$ cat src/rtl/gfr_pkg.sv
// Shared constants, types and the division step function of the gamma fade ramp generator.
`default_nettype none

package gfr_pkg;

    localparam int unsigned LEVEL_BITS = 8;
    localparam int unsigned LMAX       = (1 << LEVEL_BITS) - 1;

    localparam logic [16:0] ONE_Q16 = 17'h10000;

    // config register indexes
    localparam int unsigned CFG_IDX_W = 3;
    localparam logic [CFG_IDX_W-1:0] CFG_MODE     = 3'd0;
    localparam logic [CFG_IDX_W-1:0] CFG_CURVE    = 3'd1;
    localparam logic [CFG_IDX_W-1:0] CFG_TARGET   = 3'd2;
    localparam logic [CFG_IDX_W-1:0] CFG_LV_START = 3'd3;
    localparam logic [CFG_IDX_W-1:0] CFG_LV_END   = 3'd4;
    localparam logic [CFG_IDX_W-1:0] CFG_HALF_DUR = 3'd5;

    // pipeline depths
    localparam int unsigned TDIV_STAGES = 8;
    localparam int unsigned CDIV_STAGES = 8;
    localparam int unsigned MIX_LAT     = 4;
    localparam int unsigned CINE_LAT    = 15;
    localparam int unsigned MIX_DLY     = CINE_LAT - MIX_LAT;

    // mix path widths
    localparam int unsigned MP_W = LEVEL_BITS + 17;
    localparam int unsigned MN_W = LEVEL_BITS + 24;
    localparam int unsigned MM_W = LEVEL_BITS + 8;
    localparam int unsigned MR_W = 10;
    localparam int unsigned ME_W = MM_W + MR_W;
    localparam logic [MR_W-1:0] MIX_RECIP = MR_W'((64'd1 << MM_W) / LMAX);

    // pixel position level*65536/LMAX
    localparam int unsigned F_W  = LEVEL_BITS + 16;
    localparam int unsigned F_PW = F_W + 17;
    localparam logic [16:0] F_RECIP = 17'((64'd1 << F_W) / LMAX);

    // divide by 255 for the level lerp
    localparam logic [16:0] R255 = 17'((64'd1 << 24) / 255);

    // cinematic result select
    localparam logic [1:0] SEL_RAMP      = 2'd0;
    localparam logic [1:0] SEL_BLACK_OUT = 2'd1;
    localparam logic [1:0] SEL_WHITE_OUT = 2'd2;

    typedef struct packed {
        logic [LEVEL_BITS-1:0] level;
        logic                  phase;
        logic                  done;
    } t_side;

    typedef struct packed {
        logic [7:0] red;
        logic [7:0] green;
        logic [7:0] blue;
    } t_rgb;

    // one restoring division step: returns {quotient bit, new remainder}
    function automatic logic [17:0] div_step(input logic [16:0] rem,
                                             input logic        nb,
                                             input logic [16:0] den);
        logic [17:0] sh;
        logic [17:0] df;
        sh = {rem, nb};
        df = sh - {1'b0, den};
        if (sh >= {1'b0, den}) begin
            return {1'b1, df[16:0]};
        end
        return {1'b0, sh[16:0]};
    endfunction

endpackage

`default_nettype wire

$ cat src/rtl/gfr_shape.sv
// Fade curve: linear pass or two-stage smoothstep x*x*(3-2x).
`default_nettype none

module gfr_shape
    import gfr_pkg::*;
(
    input  logic        i_clk,
    input  logic        i_rst_n,
    input  logic        i_en,
    input  logic        i_v,
    input  t_side       i_side,
    input  logic [16:0] i_x,
    input  logic        i_curve,
    output logic        o_v,
    output t_side       o_side,
    output logic [16:0] o_s
);

    logic [1:0]  r_v;
    t_side       r_sd [2];
    logic [16:0] r_q;
    logic [16:0] r_xa;
    logic [16:0] r_s;
    logic [33:0] w_sq;
    logic [17:0] w_fac;
    logic [34:0] w_prod;
    logic [16:0] w_s;

    always_ff @(posedge i_clk) begin
        if (!i_rst_n) begin
            r_v <= '0;
        end else if (i_en) begin
            r_v <= {r_v[0], i_v};
        end
    end

    always_comb begin
        w_sq   = 34'(i_x) * 34'(i_x);
        w_fac  = 18'(196608) - {r_xa, 1'b0};
        w_prod = 35'(r_q) * 35'(w_fac);
        if (!i_curve) begin
            w_s = r_xa;
        end else if (w_prod[34:16] > 19'(ONE_Q16)) begin
            w_s = ONE_Q16;
        end else begin
            w_s = w_prod[32:16];
        end
    end

    always_ff @(posedge i_clk) begin
        if (i_en) begin
            r_sd[0] <= i_side;
            r_sd[1] <= r_sd[0];
            r_q     <= w_sq[32:16];
            r_xa    <= i_x;
            r_s     <= w_s;
        end
    end

    assign o_v    = r_v[1];
    assign o_side = r_sd[1];
    assign o_s    = r_s;

endmodule

`default_nettype wire

$ cat config.mk
export PLATFORM = sky130hd
export DESIGN_NAME = gfr_shape
export DESIGN_NICKNAME = d
export VERILOG_FILES = /design/src/rtl/gfr_pkg.sv /design/src/rtl/gfr_shape.sv
export SDC_FILE = /design/constraint.sdc
export NUM_CORES = 1
export LEC_CHECK = 0
export BUFFER_PORTS_ARGS = -buffer_cell sky130_fd_sc_hd__buf_2
export CORE_ASPECT_RATIO = 0.6
export CORE_MARGIN = 2
export CORE_UTILIZATION = 60
export CTS_CLUSTER_DIAMETER = 80
export CTS_CLUSTER_SIZE = 30
export DETAILED_ROUTE_END_ITERATION = 10
export GPL_TIMING_DRIVEN = 0
export PLACE_DENSITY = 0.86
export REMOVE_ABC_BUFFERS = 1
export SETUP_SLACK_MARGIN = 0.5
export SLEW_MARGIN = 40
export SYNTH_ARGS = -nofsm -noshare
export SYNTH_HDL_FRONTEND = slang
export SYNTH_SLANG_ARGS = --single-unit
$ cat constraint.sdc
create_clock -name i_clk -period 7.3 [get_ports i_clk]
set_clock_uncertainty 0.05 [all_clocks]
set_input_delay 1.095 -clock i_clk [delete_from_list [all_inputs] [get_ports i_clk]]
set_output_delay 1.095 -clock i_clk [all_outputs]
set_load 0.01 [all_outputs]
==> results_dict.tcl <==
set metrics [dict create \
    slew_headroom 0.363 \
    r2r_cells 27 \
    setup_ws_ns -0.800 \
    ant_nets 0 \
    fmax_mhz 123 \
    reg2reg_to "o_s[16]" \
    worst_ep_arrival_time_ns 8.14 \
    io-pin-count 60 \
    firstDrtPassIters 6 \
    final_cell_mix "528 x inv_1, 404 x fa_1, 222 x nand2_1, 201 x ha_1, 192 x and2_1" \
    core_mm2 0.0323 \
    ys_types 59 \
    start_kind "flip-flop" \
    hold_path.class "flip-flop to flip-flop" \
    drive_gt1_frac 0.158 \
    hpwl_um 38100 \
    max_cap_violations 0 \
    fin_nets 2834 \
    hold_start "r_sd[0][7]" \
    worst_pin_slew_ns 0.955 \
    holdWs_ns 0.370 \
    gp_congestion 0.899 \
    hold_buffers 0 \
    hold-path-endpoint "r_sd[0][17]" \
    area_growth_pct 15.5 \
    numCtsBuffers 9 \
    clock-sinks 73 \
    clk_latency_ns 0.34 \
    h-tree-depth 3 \
    synth-main-ff-cell "edfxtp_1" \
    num_rows 51 \
    synth_edf_count 71 \
    use_met1 0.423 \
    crit_fanout 10 \
    synth-seq-cells 73 \
    use_met2 0.566 \
    dieArea_mm2 0.0342 \
    clkSlewWorstSetupHoldPaths_ns 0.06 \
    endpoint_kind "flip-flop" \
    diodes 0 \
    portBuffers 59 \
    dr.first_iter.drc_count 2264 \
    synthCells 2064 \
    grt_start_max_net_pins 50 \
    required_ns 7.34 \
    finalSetupTns_ns -14.53 \
    dieHeight_um 144 \
    place_area_mm2 0.0204 \
    die_w_um 237 \
    grt_pass1_wl_um 90800 \
    drcViolationCount 0 \
    syn_area_mm2 0.0196 \
    criticalPathCategory "flip-flop to flip-flop" \
    setup_violations 26 \
    cts.path.max_buffers 2 \
    grt_usage 0.345 \
    antenna_found_initial 0 \
    min_period_over_period 1.11 \
    fin_crit_ns 8.10 \
    grt_pass1_vias 17600 \
    outcome "complete, but fails checks" \
    vias 16200 \
    post-place-ws_ns -3.03 \
    grt-busiest-layer "met2" \
    grt-ovfl-total 0 \
    cts_tree "built" \
    rsz0062_at_grt "yes" \
    r2r-start "r_xa[0]" \
    final_cell_area_mm2 0.0227 \
    syn_area_per_cell_um2 9.51 \
    reg2reg_slack_ns -0.80 \
    ys_seq_area_frac 0.111 \
    ys_warn_count 0 \
    initial_utilization 0.608 \
    wl_per_cell_um 24.2 \
    slew_viol_final 0 \
    hold_depth 0 \
    violations "setup timing" \
    via_per_inst 6.20 \
    synthArstFlopShare 0 \
    final_common_cell "inv_1" \
    clockRootBuffer "clkbuf_16" \
    grt_use_met3 0.0889 \
    hold_viol 0 \
    wl_um 63100 \
]
==> layout make-up <==
type / count / area [um2]
clock buffers: 9 / 225
fillers: 1985 / 9630
multi-input cells: 1372 / 16000
clock inverters: 7 / 119
flip-flops and latches: 73 / 2170
repair buffers: 175 / 1510
well taps: 424 / 531
inverters: 546 / 2070
==> critical path, cell delays in order, from the launching register on <==
cell	delay (ns)
edfxtp_1	0.44
buf_4	0.17
inv_1	0.12
ha_4	0.19
nand2_4	0.12
o31ai_2	0.77
xor2_4	0.19
buf_4	0.25
buf_4	0.19
and2_1	0.19
ha_1	0.34
fa_1	0.52
fa_1	0.59
fa_1	0.43
fa_1	0.45
ha_1	0.31
ha_1	0.40
a21oi_1	0.25
o21ai_0	0.19
a211oi_1	0.32
o21ai_1	0.18
nor2_4	0.17
o21bai_4	0.09
nor4bb_4	0.33
o311ai_4	0.14
buf_6	0.18
buf_8	0.14
o21a_1	0.11
==> routing by layer <==
layer	routed length, um	share of wire
met5	0	0
met4	5470	0.087
met3	8910	0.14
met2	28000	0.44
met1	20700	0.33
==> cells in the mapped netlist (2+ instances only) <==
cell type  count  share of area
o21ai_0       18         0.0046
edfxtp_1      71           0.11
a211oi_1       5         0.0019
o22ai_1       16         0.0051
fa_1         412           0.42
nand2b_1       2        0.00064
o32ai_1        2        0.00089
buf_4         10         0.0038
mux2i_1        3         0.0015
nor3_1        14         0.0036
or2_2          3        0.00096
a211o_1        2        0.00089
and3_1         4         0.0013
a21o_2         2        0.00089
a21oi_1       40          0.010
nand3_1       11         0.0028
inv_1        546           0.10
xnor2_1       41          0.018
o211ai_1       4         0.0015
and2_1       198          0.063
ha_1         213           0.14
o31ai_1        2        0.00077
clkbuf_1      59          0.011
nand2_1      233          0.045
nor2b_1       12         0.0038
xor2_1        13         0.0058
nor4_1         5         0.0016
and4_1         3         0.0013
a21o_1        11         0.0042
nor2_1        59          0.011
nand4_1        8         0.0026
buf_1          2        0.00038
o21a_1         6         0.0023
dfxtp_1        2         0.0020
o21bai_1       8         0.0031
==> registers in the layout, indices dropped and copies added, names as in the netlist <==
name  cells
o_s      17
r_sd     20
r_q      17
r_xa     17
r_v       2
==> how the worst max path moves through the flow <==
| stage | to | start | slack, ns | cells past startpoint |
|---|---|---|---|---|
| floorplan | o_s[0] | r_xa[0] | -0.59 | 27 |
| global placement | o_s[15] | r_xa[0] | -3.20 | 26 |
| detailed placement | o_s[15] | r_xa[0] | -3.03 | 28 |
| CTS | o_s[14] | r_xa[2] | -0.66 | 33 |
| global route | o_s[13] | r_xa[0] | -0.94 | 27 |
| finish | o_s[16] | r_xa[0] | -0.80 | 27 |
==> cells by family (layout without fill, tap and decap cells) <==
kind of cell             count (synthesis)  in the layout  synth area share
AO/OA/AOI/OAI                          132            132            0.0463
XOR/XNOR                                54             54            0.0241
adder cells (fa/ha/maj)                625            625             0.556
buffers and inverters                  619            737             0.121
flip-flops                              73             73             0.111
multiplexers                             4              4           0.00210
AND/OR/NAND/NOR                        557            557             0.140
==> timing repair <==
item / in CTS / in global routing
setup buffers: 69 / 31
setup endpoints to repair: 32 / 29
pin swaps: 61 / 62
gates cloned: 1 / 0
endpoints found under the hold margin: 0 / 0
resized for setup: 162 / 77
==> through the flow <==
step / std cells / util
floorplan: 1991 / -
global placement: 2474 / 0.623
detailed placement: 2489 / 0.632
CTS: 2575 / 0.685
global route: 2606 / 0.702
finish: 2606 / 0.702
Power is not shown: default switching activity piles up to over one toggle a cycle in this logic, so the estimate is an artifact.
