## config.mk

```make
export PLATFORM = sky130hd
export DESIGN_NAME = gfr_mix
export DESIGN_NICKNAME = d
export VERILOG_FILES = /design/src/rtl/gfr_pkg.sv /design/src/rtl/gfr_mix.sv
export SDC_FILE = /design/constraint.sdc
export NUM_CORES = 2
export LEC_CHECK = 0
export BUFFER_PORTS_ARGS = -buffer_cell sky130_fd_sc_hd__buf_2
export CELL_PAD_IN_SITES_DETAIL_PLACEMENT = 2
export CELL_PAD_IN_SITES_GLOBAL_PLACEMENT = 2
export CORE_MARGIN = 3
export CORE_UTILIZATION = 48
export CTS_BUF_LIST = sky130_fd_sc_hd__clkbuf_4 sky130_fd_sc_hd__clkbuf_8 sky130_fd_sc_hd__clkbuf_16
export DETAILED_ROUTE_END_ITERATION = 8
export GPL_TIMING_DRIVEN = 0
export PLACE_DENSITY_LB_ADDON = 0.1
export SYNTH_ARGS = -nofsm -noshare
export SYNTH_HDL_FRONTEND = slang
export SYNTH_SLANG_ARGS = --single-unit
```

## constraint.sdc

```tcl
create_clock -name i_clk -period 12.9 [get_ports i_clk]
set_input_delay 3.225 -clock i_clk [delete_from_list [all_inputs] [get_ports i_clk]]
set_output_delay 3.225 -clock i_clk [all_outputs]
set_load 0.02 [all_outputs]
```

## src/rtl/gfr_pkg.sv

```systemverilog
// Shared constants, types and the division step function of the gamma fade ramp generator.
`default_nettype none

package gfr_pkg;

    localparam int unsigned LEVEL_BITS = 8;
    localparam int unsigned LMAX       = (1 << LEVEL_BITS) - 1;

    localparam logic [16:0] ONE_Q16 = 17'h10000;

    // config register indexes
    localparam int unsigned CFG_IDX_W = 3;
    localparam logic [CFG_IDX_W-1:0] CFG_MODE     = 3'd0;
    localparam logic [CFG_IDX_W-1:0] CFG_CURVE    = 3'd1;
    localparam logic [CFG_IDX_W-1:0] CFG_TARGET   = 3'd2;
    localparam logic [CFG_IDX_W-1:0] CFG_LV_START = 3'd3;
    localparam logic [CFG_IDX_W-1:0] CFG_LV_END   = 3'd4;
    localparam logic [CFG_IDX_W-1:0] CFG_HALF_DUR = 3'd5;

    // pipeline depths
    localparam int unsigned TDIV_STAGES = 8;
    localparam int unsigned CDIV_STAGES = 8;
    localparam int unsigned MIX_LAT     = 4;
    localparam int unsigned CINE_LAT    = 15;
    localparam int unsigned MIX_DLY     = CINE_LAT - MIX_LAT;

    // mix path widths
    localparam int unsigned MP_W = LEVEL_BITS + 17;
    localparam int unsigned MN_W = LEVEL_BITS + 24;
    localparam int unsigned MM_W = LEVEL_BITS + 8;
    localparam int unsigned MR_W = 10;
    localparam int unsigned ME_W = MM_W + MR_W;
    localparam logic [MR_W-1:0] MIX_RECIP = MR_W'((64'd1 << MM_W) / LMAX);

    // pixel position level*65536/LMAX
    localparam int unsigned F_W  = LEVEL_BITS + 16;
    localparam int unsigned F_PW = F_W + 17;
    localparam logic [16:0] F_RECIP = 17'((64'd1 << F_W) / LMAX);

    // divide by 255 for the level lerp
    localparam logic [16:0] R255 = 17'((64'd1 << 24) / 255);

    // cinematic result select
    localparam logic [1:0] SEL_RAMP      = 2'd0;
    localparam logic [1:0] SEL_BLACK_OUT = 2'd1;
    localparam logic [1:0] SEL_WHITE_OUT = 2'd2;

    typedef struct packed {
        logic [LEVEL_BITS-1:0] level;
        logic                  phase;
        logic                  done;
    } t_side;

    typedef struct packed {
        logic [7:0] red;
        logic [7:0] green;
        logic [7:0] blue;
    } t_rgb;

    // one restoring division step: returns {quotient bit, new remainder}
    function automatic logic [17:0] div_step(input logic [16:0] rem,
                                             input logic        nb,
                                             input logic [16:0] den);
        logic [17:0] sh;
        logic [17:0] df;
        sh = {rem, nb};
        df = sh - {1'b0, den};
        if (sh >= {1'b0, den}) begin
            return {1'b1, df[16:0]};
        end
        return {1'b0, sh[16:0]};
    endfunction

endpackage

`default_nettype wire

```

## src/rtl/gfr_mix.sv

```systemverilog
// Mix mode: per-channel truncated lerp from the level toward the target colour.
`default_nettype none

module gfr_mix
    import gfr_pkg::*;
(
    input  logic                  i_clk,
    input  logic                  i_en,
    input  logic [LEVEL_BITS-1:0] i_level,
    input  logic [16:0]           i_s,
    input  logic [23:0]           i_color,
    output t_rgb                  o_rgb
);

    logic [MP_W-1:0] r1_p1;
    logic [24:0]     r1_p2 [3];
    logic [MM_W-1:0] r2_m  [3];
    logic [MM_W-1:0] r3_m  [3];
    logic [7:0]      r3_e  [3];
    t_rgb            r4_rgb;

    logic [MN_W-1:0] w_n   [3];
    logic [ME_W-1:0] w_pr  [3];
    logic [MM_W-1:0] w_rem [3];
    logic [7:0]      w_ch  [3];

    always_comb begin
        for (int i = 0; i < 3; i++) begin
            w_n[i]   = MN_W'(r1_p1) * MN_W'(255) + MN_W'(r1_p2[i]) * MN_W'(LMAX);
            w_pr[i]  = ME_W'(r2_m[i]) * ME_W'(MIX_RECIP);
            w_rem[i] = r3_m[i] - MM_W'(MM_W'(r3_e[i]) * MM_W'(LMAX));
            w_ch[i]  = r3_e[i] + 8'(w_rem[i] >= MM_W'(LMAX));
        end
    end

    always_ff @(posedge i_clk) begin
        if (i_en) begin
            r1_p1 <= MP_W'(i_level) * MP_W'(ONE_Q16 - i_s);
            for (int i = 0; i < 3; i++) begin
                r1_p2[i] <= 25'(i_color[8*(2-i) +: 8]) * 25'(i_s);
                r2_m[i]  <= w_n[i][MN_W-1:16];
                r3_m[i]  <= r2_m[i];
                // reciprocal estimate, at most one low
                r3_e[i]  <= w_pr[i][MM_W+7:MM_W];
            end
            r4_rgb <= '{red: w_ch[0], green: w_ch[1], blue: w_ch[2]};
        end
    end

    assign o_rgb = r4_rgb;

endmodule

`default_nettype wire

```

==> flow_metrics.tcl <==
set metrics [dict create \
    status "complete, no violations" \
    wl_um 165000 \
    setup_tns_ps 0 \
    min_from "r2_m[0][36]" \
    cts_sinks 244 \
    synth_cell_types 81 \
    async_reset_ff_share_pct 0 \
    synthToLayoutAreaGrowth_pct 6.07 \
    ys.warnings.count 0 \
    rsz0062_at_grt "false" \
    wl_per_cell_um 25.5 \
    fp.dieH_um 333 \
    io_pins 75 \
    cp-end-kind "flop" \
    ctsHoldBuffers 0 \
    clockBufferDepth 3 \
    grt_usage_pct 30.4 \
    syn-instance-count 4988 \
    synth_edf_count 244 \
    dieWidth_um 333 \
    vias_per_cell 5.42 \
    clk_pin_slew_ps 70 \
    vias 35200 \
    skew_ps 34.6 \
    drv_slew 0 \
    grt_pass1_vias 43900 \
    arrival_ps 10730 \
    final_cell_area_sq_mm 0.0544 \
    core_sq_mm 0.106 \
    path_max_fanout 7 \
    cts_setup_buffers 0 \
    drc 0 \
    die-area_sq_mm 0.111 \
    fillerInstances 10900 \
    grt_pass1_wl_um 259000 \
    cts_resized 0 \
    row_count 119 \
    syn_nets 6667 \
    clock-root-buffer "clkbuf_16" \
    slew_headroom_pct 4.04 \
    ctsHtreeMaxLevel 1 \
    initial_core_util_pct 48.5 \
    hpwlAfterDp_um 142000 \
    syn_area_sq_mm 0.0513 \
    fin_crit_ps 10380 \
    reg2reg_from "r1_p1[0]" \
    nNetsFinal 6756 \
    numCtsBuffers 30 \
    tritoncts "done" \
    worst_pin_slew_ps 1440 \
    finalHoldViolations 0 \
    max_stage_delay_ps 780 \
    drtIter0Drc 1244 \
    finalSetupViolations 0 \
    cp_common_cell "fa_1" \
    numPortBuffers 54 \
    ant_nets 0 \
    gp_congestion 0.871 \
    ys_seq_elements 244 \
    startpoint "r1_p1[0]" \
    drive_above_1_share_pct 2.82 \
    path_class "flop to flop" \
    start_kind "flop" \
    grt.overflow.total 0 \
    clock_latency_ps 630 \
    crit_required_ps 13250 \
    antenna_found_initial 5 \
    avgSynthCellArea_sq_um 10.3 \
    placed_cell_area_sq_mm 0.0534 \
    fin_crit_sh_pct 80.5 \
    fmax_mhz 96.3 \
    grt_max_degree 121 \
    cap_violations 0 \
    ys_seq_area_share_pct 14.3 \
    hold_class "flop to flop" \
    crit_path_top_delay_cell "xor2_1" \
    ys.flop_type "edfxtp_1" \
    drt_first_pass_iters 5 \
]
## metal layers
| layer | part of all wire, % | up-vias | GRT usage, % |
|---|---|---|---|
| met5 | 0 | - | 0 |
| met4 | 5.1 | 0 | 13.0 |
| met3 | 2.5 | 363 | 2.31 |
| met2 | 54 | 634 | 57.5 |
| met1 | 39 | 18800 | 35.3 |
| li1 | - | 15400 | - |
## layout by cell type, fill, tap and decap left out, types with 7 or more instances in the layout
cell type and instances:
clkbuf_1 89, fa_1 1055, a211oi_1 12, nor2b_1 35
o21a_1 32, edfxtp_1 244, o21ai_0 73, a31oi_1 16
nand2_1 324, nor2_1 119, and3_1 23, inv_1 1321
nor4_1 7, nand2b_1 22, buf_2 53, and2_1 305
o31ai_1 11, nand3_1 37, o21bai_1 15, a21o_1 71
xor2_1 61, ha_1 573, clkbuf_16 30, nand4_1 20
a21oi_1 135, xnor2_1 180, o21ai_1 25, o211ai_1 14
nor3_1 42, or3_1 8
## stage by stage
step                worst slack (ps)  cells  hold slack, ps  util, %
finish                          2520   6492             472     51.5
global route                    2010   6491             485     51.5
CTS                             2500   6490             471     51.5
detailed placement              2050   6435             452     50.5
global placement                2380   6433             454     50.4
floorplan                       4170   4988             417        -
## synthesized netlist by cell type (all sizes together) (6+ instances only)
cell	n	area share, %
ha	573	14
nand4	20	0.24
inv	1321	9.7
a21o	71	1.0
a31oi	16	0.20
a21boi	7	0.10
edfxtp	244	14
a211oi	14	0.22
o21a	32	0.47
nor3	43	0.43
nor4	7	0.085
o21bai	15	0.22
nor2b	35	0.43
xnor2	181	3.1
and2	305	3.7
a2111oi	6	0.11
nand2	324	2.4
nor2	119	0.87
fa	1055	41
nand2b	22	0.27
o21ai	99	0.97
a21oi	136	1.3
clkbuf	89	0.65
o211ai	15	0.23
o31ai	12	0.20
and3	23	0.28
nand3	37	0.36
or3	8	0.098
xor2	61	1.0
## worst max-delay path, delay by kind of cell (launching register included)
family | cells | cell delay [ps]
buf+inv | 3 | 160
compound gates | 12 | 2940
simple gates | 3 | 430
flops | 1 | 640
fa+ha+maj | 10 | 4980
xor+xnor | 2 | 930
## cells by family (layout without fill, tap and decap cells)
logic type | Yosys count | in the layout | synth area share, %
simple gates | 978 | 978 | 9.71
flops | 244 | 244 | 14.3
fa+ha+maj | 1628 | 1628 | 55.2
other cells | 0 | 1 | 0
mux | 4 | 4 | 0.0829
xor+xnor | 242 | 242 | 4.17
compound gates | 479 | 479 | 6.25
buf+inv | 1413 | 1525 | 10.3
## registers in the layout, indices dropped and copies added, names as in the netlist
name / cells
r1_p2: 75
r2_m: 48
r3_m: 48
r1_p1: 25
o_rgb: 24
r3_e: 24
## worst paths after layout
kind,to,slack [ps],cells past startpoint
setup / recovery,r2_m[0][46],2520,30
hold / removal,r3_m[0][36],470,0
setup reg to reg,r2_m[0][46],2520,30
hold reg to reg,r3_m[0][36],470,0
## area by class of cell
| cell class | count | area, sq um | share of cell area (%) |
|---|---|---|---|
| Antenna cell | 1 | 2.50 | 0.00460 |
| Buffer | 92 | 345 | 0.635 |
| Clock buffer | 33 | 773 | 1.42 |
| Clock inverter | 22 | 258 | 0.474 |
| Inverter | 1321 | 4960 | 9.11 |
| Multi-Input combinational cell | 3331 | 38700 | 71.1 |
| Sequential cell | 244 | 7330 | 13.5 |
| Tap cell | 1391 | 1740 | 3.20 |
| Timing Repair Buffer | 57 | 340 | 0.626 |
Power is not shown: default switching activity piles up to over one toggle a cycle in this logic, so the estimate is an artifact.
