`src/rtl/gfr_pkg.sv`:
```
// Shared constants, types and the division step function of the gamma fade ramp generator.
`default_nettype none

package gfr_pkg;

    localparam int unsigned LEVEL_BITS = 8;
    localparam int unsigned LMAX       = (1 << LEVEL_BITS) - 1;

    localparam logic [16:0] ONE_Q16 = 17'h10000;

    // config register indexes
    localparam int unsigned CFG_IDX_W = 3;
    localparam logic [CFG_IDX_W-1:0] CFG_MODE     = 3'd0;
    localparam logic [CFG_IDX_W-1:0] CFG_CURVE    = 3'd1;
    localparam logic [CFG_IDX_W-1:0] CFG_TARGET   = 3'd2;
    localparam logic [CFG_IDX_W-1:0] CFG_LV_START = 3'd3;
    localparam logic [CFG_IDX_W-1:0] CFG_LV_END   = 3'd4;
    localparam logic [CFG_IDX_W-1:0] CFG_HALF_DUR = 3'd5;

    // pipeline depths
    localparam int unsigned TDIV_STAGES = 8;
    localparam int unsigned CDIV_STAGES = 8;
    localparam int unsigned MIX_LAT     = 4;
    localparam int unsigned CINE_LAT    = 15;
    localparam int unsigned MIX_DLY     = CINE_LAT - MIX_LAT;

    // mix path widths
    localparam int unsigned MP_W = LEVEL_BITS + 17;
    localparam int unsigned MN_W = LEVEL_BITS + 24;
    localparam int unsigned MM_W = LEVEL_BITS + 8;
    localparam int unsigned MR_W = 10;
    localparam int unsigned ME_W = MM_W + MR_W;
    localparam logic [MR_W-1:0] MIX_RECIP = MR_W'((64'd1 << MM_W) / LMAX);

    // pixel position level*65536/LMAX
    localparam int unsigned F_W  = LEVEL_BITS + 16;
    localparam int unsigned F_PW = F_W + 17;
    localparam logic [16:0] F_RECIP = 17'((64'd1 << F_W) / LMAX);

    // divide by 255 for the level lerp
    localparam logic [16:0] R255 = 17'((64'd1 << 24) / 255);

    // cinematic result select
    localparam logic [1:0] SEL_RAMP      = 2'd0;
    localparam logic [1:0] SEL_BLACK_OUT = 2'd1;
    localparam logic [1:0] SEL_WHITE_OUT = 2'd2;

    typedef struct packed {
        logic [LEVEL_BITS-1:0] level;
        logic                  phase;
        logic                  done;
    } t_side;

    typedef struct packed {
        logic [7:0] red;
        logic [7:0] green;
        logic [7:0] blue;
    } t_rgb;

    // one restoring division step: returns {quotient bit, new remainder}
    function automatic logic [17:0] div_step(input logic [16:0] rem,
                                             input logic        nb,
                                             input logic [16:0] den);
        logic [17:0] sh;
        logic [17:0] df;
        sh = {rem, nb};
        df = sh - {1'b0, den};
        if (sh >= {1'b0, den}) begin
            return {1'b1, df[16:0]};
        end
        return {1'b0, sh[16:0]};
    endfunction

endpackage

`default_nettype wire

```
`src/rtl/gfr_tdiv.sv`:
```
// Fade position: pipelined elapsed/half_duration divider, clamp and phase flip.
`default_nettype none

module gfr_tdiv
    import gfr_pkg::*;
(
    input  logic                  i_clk,
    input  logic                  i_rst_n,
    input  logic                  i_en,
    input  logic                  i_v,
    input  logic [LEVEL_BITS-1:0] i_level,
    input  logic                  i_phase,
    input  logic [15:0]           i_elapsed,
    input  logic [15:0]           i_hd,
    output logic                  o_v,
    output t_side                 o_side,
    output logic [16:0]           o_x
);

    typedef struct packed {
        logic [16:0] rem;
        logic [15:0] quo;
    } t_tdv;

    logic [TDIV_STAGES+1:0] r_v;
    t_side                  r_sd [TDIV_STAGES+2];
    t_tdv                   r_dv [TDIV_STAGES+1];
    logic [16:0]            r_x;
    logic [16:0]            w_t;
    logic [16:0]            w_x;

    always_ff @(posedge i_clk) begin
        if (!i_rst_n) begin
            r_v <= '0;
        end else if (i_en) begin
            r_v <= {r_v[TDIV_STAGES:0], i_v};
        end
    end

    always_ff @(posedge i_clk) begin
        if (i_en) begin
            r_sd[0] <= '{level: i_level, phase: i_phase, done: (i_elapsed >= i_hd)};
            for (int k = 1; k < TDIV_STAGES + 2; k++) begin
                r_sd[k] <= r_sd[k-1];
            end
            r_dv[0] <= '{rem: {1'b0, i_elapsed}, quo: '0};
            r_x     <= w_x;
        end
    end

    // two quotient bits per stage
    for (genvar k = 1; k <= TDIV_STAGES; k++) begin : g_st
        logic [17:0] w_a;
        logic [17:0] w_b;
        always_comb begin
            w_a = div_step(r_dv[k-1].rem, 1'b0, {1'b0, i_hd});
            w_b = div_step(w_a[16:0], 1'b0, {1'b0, i_hd});
        end
        always_ff @(posedge i_clk) begin
            if (i_en) begin
                r_dv[k] <= '{rem: w_b[16:0], quo: {r_dv[k-1].quo[13:0], w_a[17], w_b[17]}};
            end
        end
    end

    // elapsed at or past half_duration saturates t to one
    always_comb begin
        w_t = r_sd[TDIV_STAGES].done ? ONE_Q16 : {1'b0, r_dv[TDIV_STAGES].quo};
        w_x = r_sd[TDIV_STAGES].phase ? (ONE_Q16 - w_t) : w_t;
    end

    assign o_v    = r_v[TDIV_STAGES+1];
    assign o_side = r_sd[TDIV_STAGES+1];
    assign o_x    = r_x;

endmodule

`default_nettype wire

```
`config.mk`:
```
export PLATFORM = sky130hd
export DESIGN_NAME = gfr_tdiv
export DESIGN_NICKNAME = d
export VERILOG_FILES = /design/src/rtl/gfr_pkg.sv /design/src/rtl/gfr_tdiv.sv
export SDC_FILE = /design/constraint.sdc
export NUM_CORES = 1
export LEC_CHECK = 0
export ABC_AREA = 1
export BUFFER_PORTS_ARGS = -buffer_cell sky130_fd_sc_hd__buf_2
export CORE_ASPECT_RATIO = 0.75
export CORE_MARGIN = 5
export CORE_UTILIZATION = 49
export CTS_CLUSTER_SIZE = 28
export DETAILED_ROUTE_END_ITERATION = 10
export GPL_TIMING_DRIVEN = 0
export PLACE_DENSITY = 0.69
export SETUP_SLACK_MARGIN = 0.1
export SLEW_MARGIN = 20
export SYNTH_ARGS = -nofsm -noshare
export SYNTH_HDL_FRONTEND = slang
export SYNTH_SLANG_ARGS = --single-unit
export TNS_END_PERCENT = 30
```
`constraint.sdc`:
```
create_clock -name i_clk -period 6.4 [get_ports i_clk]
set_input_delay 1.28 -clock i_clk [delete_from_list [all_inputs] [get_ports i_clk]]
set_output_delay 1.28 -clock i_clk [all_outputs]
set_load 0.02 [all_outputs]
```
==> run_results.csv <==
group,metric,value,unit
timing,setup_tns,0,ps
synthesis,ys_warn_count,0,
cells_and_area,area_growth,10.3,%
timing,clock_skew,21.7,ps
place,io_buffers,72,
synthesis,netlist_top_cells_count,"nand2_1, edfxtp_1, inv_1",
hold_path,worstHoldStart,"r_dv[0][204]",
synthesis,yosysSeqAreaShare,37.2,%
timing,tightest_slew,1150,ps
grt,antenna_found_initial,1,
clock_network,clock_path_buffers,3,
setup_path,crit_top_cell,"nand2_1",
synthesis,synth_ff_type,"edfxtp_1",
die,pin_count,73,
setup_path,critPathLaunchType,"input pin",
drt,avgRoutedWirePerCell,16.4,um
grt,grt_use_total,23.0,%
synthesis,synth_top_cell_by_area,"edfxtp_1",
setup_path,worstPathMaxFanout,17,
place,dp.cells,4180,
grt,grt_overflow,0,
hold_path,min_path_cells,0,
clock_network,worstSkewPairLatency,570,ps
die,rows,74,
synthesis,synthArstFlopShare,0,%
drt,via_per_inst,5.44,
setup_path,slowest_stage,"buf_2",
clock_network,clk_pin_slew,60,ps
cells_and_area,final_nets,3816,
setup_path,cp.arrival,6310,ps
cells_and_area,final_cells,4252,
setup_path,r2r_slack,1910,ps
die,start_util,49.3,%
clock_network,numClockSinks,334,
timing,setup_viol,0,
setup_path,critPathCaptureType,"register",
drt,drt_pass1_iterations,5,
setup_path,worstSetupPathType,"in -> reg",
place,finalWeightedCongestion,0.940,
run,drv_cap,0,
hold_path,min_to,"r_dv[0][239]",
drt,antenna_left,0,
drt,initialDrtViolationCount,2311,
setup_path,max_stage_delay,380,ps
synthesis,netlist_instances,3381,
place,place_area,0.0281,mm2
clock_network,cts_max_level,2,
setup_path,reg2reg_from,"r_dv[0][90]",
synthesis,synth-edff-count,324,
synthesis,synth_area_leaders,"edfxtp_1, nand2_1, ha_1, nand3_1, a21oi_1",
cells_and_area,drive_above_1_share,8.30,%
timing,post-route-period-util,93.7,%
die,die_x,280,um
setup_path,rr_endpoint,"r_dv[0][125]",
synthesis,yosysMostFrequentCell,"nand2_1",
synthesis,synth_nets,3698,
synthesis,synth_cell_types,52,
timing,slew_viol_final,0,
clock_network,cts_tree,"yes",
drt,wl,69.8,mm
setup_path,r2r_cells,21,
hold_path,hold_class,"reg -> reg",
timing,fmax,0.167,GHz
timing,maxSlewHeadroom,23.4,%
drt,drc,0,
timing,grt_setup_unrepaired,"yes",
clock_network,numCtsBuffers,39,
die,fp.coreArea,0.0542,mm2
setup_path,required,6720,ps
drt,vias,23100,
place,hpwlAfterDp,52.3,mm
outcome,outcome,"completed",
synthesis,syn_area,0.0267,mm2
grt,grt_pass1_vias,20500,
synthesis,synth_top_area_share,36.4,%
timing,finalHoldViolations,0,
timing,timing.final.crit_period,5990,ps
die,die_height,212,um
die,die_area,0.0593,mm2
grt,grt_pass1_wl,111,mm
synthesis,yosys_register_bits,334,
grt,grt_max_degree,101,
cells_and_area,finalInstanceArea,0.0295,mm2
clock_network,cts_root_buf,"clkbuf_16",
synthesis,avgSynthCellArea,7.90,um2
[placed cells by master, fill, tap and decap left out, types with 5 or more instances in the layout]
master | synthesis | final
nand4_1 | 24 | 24
nand2_1 | 1104 | 1104
nand2_4 | 9 | 9
clkbuf_1 | 6 | 13
nand3_1 | 263 | 263
and2_1 | 6 | 6
edfxtp_1 | 324 | 324
nor2_2 | 5 | 5
inv_6 | 1 | 8
nor2_1 | 207 | 207
a31oi_1 | 6 | 6
dfxtp_1 | 10 | 10
or2_2 | 7 | 7
a21oi_2 | 15 | 15
o21a_1 | 7 | 7
inv_1 | 282 | 273
nand3b_1 | 27 | 27
buf_4 | 11 | 11
nor2_4 | 5 | 5
a21o_1 | 24 | 24
nand2_2 | 27 | 27
o21bai_1 | 12 | 12
nor4_1 | 8 | 7
xor2_1 | 88 | 88
bufinv_16 | 0 | 6
nor3_1 | 20 | 20
xnor2_1 | 88 | 88
clkbuf_16 | 0 | 39
inv_2 | 9 | 17
buf_2 | 15 | 85
fa_1 | 8 | 8
o21ai_1 | 19 | 19
clkinv_1 | 3 | 6
nand3_2 | 12 | 12
ha_1 | 264 | 264
o21ai_0 | 177 | 177
a21oi_1 | 242 | 242
buf_6 | 14 | 14
[per-layer routing]
layer | share of wire, % | vias up | GRT usage (%)
li1 | - | 11700 | -
met1 | 50 | 10500 | 37.5
met2 | 39 | 765 | 31.8
met3 | 8.8 | 92 | 3.79
met4 | 1.9 | 0 | 4.88
met5 | 0 | - | 0
[critical path, delay by kind of cell]
kind                     cells  cell delay (ps)
adder cells (fa/ha/maj)      2              590
buffers and inverters       11             2080
AO/OA/AOI/OAI                5             1040
AND/OR/NAND/NOR             13             1290
[flip-flops by register name, summed over array words and instances, names as in the netlist]
register,count
r_sd,100
o_x,17
r_v,10
r_dv,207
[kinds of logic after synthesis]
logic type	synth area share, %
AND/OR/NAND/NOR	28.0
AO/OA/AOI/OAI	10.7
adder cells (fa/ha/maj)	13.0
flip-flops	37.2
buffers and inverters	5.44
XOR/XNOR	5.77
[timing repair]
action	in CTS	in global routing
hold buffers	0	0
setup buffers	0	0
endpoints found under the setup margin	0	34
resized for setup	0	4
[through the flow]
step | utilization [%] | hold WS [ps] | setup WS [ps]
floorplan | - | 400 | 668
global placement | 51.6 | 400 | -2780
detailed placement | 51.9 | 405 | -177
CTS | 54.4 | 413 | 403
global route | 54.4 | 417 | 74.9
finish | 54.4 | 412 | 405
[layout make-up]
type                    instances  area, um2
diodes                          1       2.50
plain buffers                  47        348
clock buffers                  48       1030
clock inverters                23        310
fillers                      5100      24700
inverters                     295       1120
multi-input cells            2705      15300
flip-flops and latches        334       9930
well taps                     722        903
repair buffers                 77        493
[worst max-delay path by stage]
stage / start / to / slack (ps) / cells past startpoint
2_1_floorplan: i_hd[0] / r_dv[0][89] / 670 / 28
3_3_place_gp: i_en / r_v[6] / -2780 / 4
3_5_place_dp: i_hd[0] / r_dv[0][93] / -180 / 31
4_1_cts: i_hd[0] / r_dv[0][94] / 400 / 31
5_1_grt: i_hd[0] / r_dv[0][93] / 70 / 31
6_report: i_hd[0] / r_dv[0][94] / 410 / 31
Power is not shown: default switching activity piles up to over one toggle a cycle in this logic, so the estimate is an artifact.
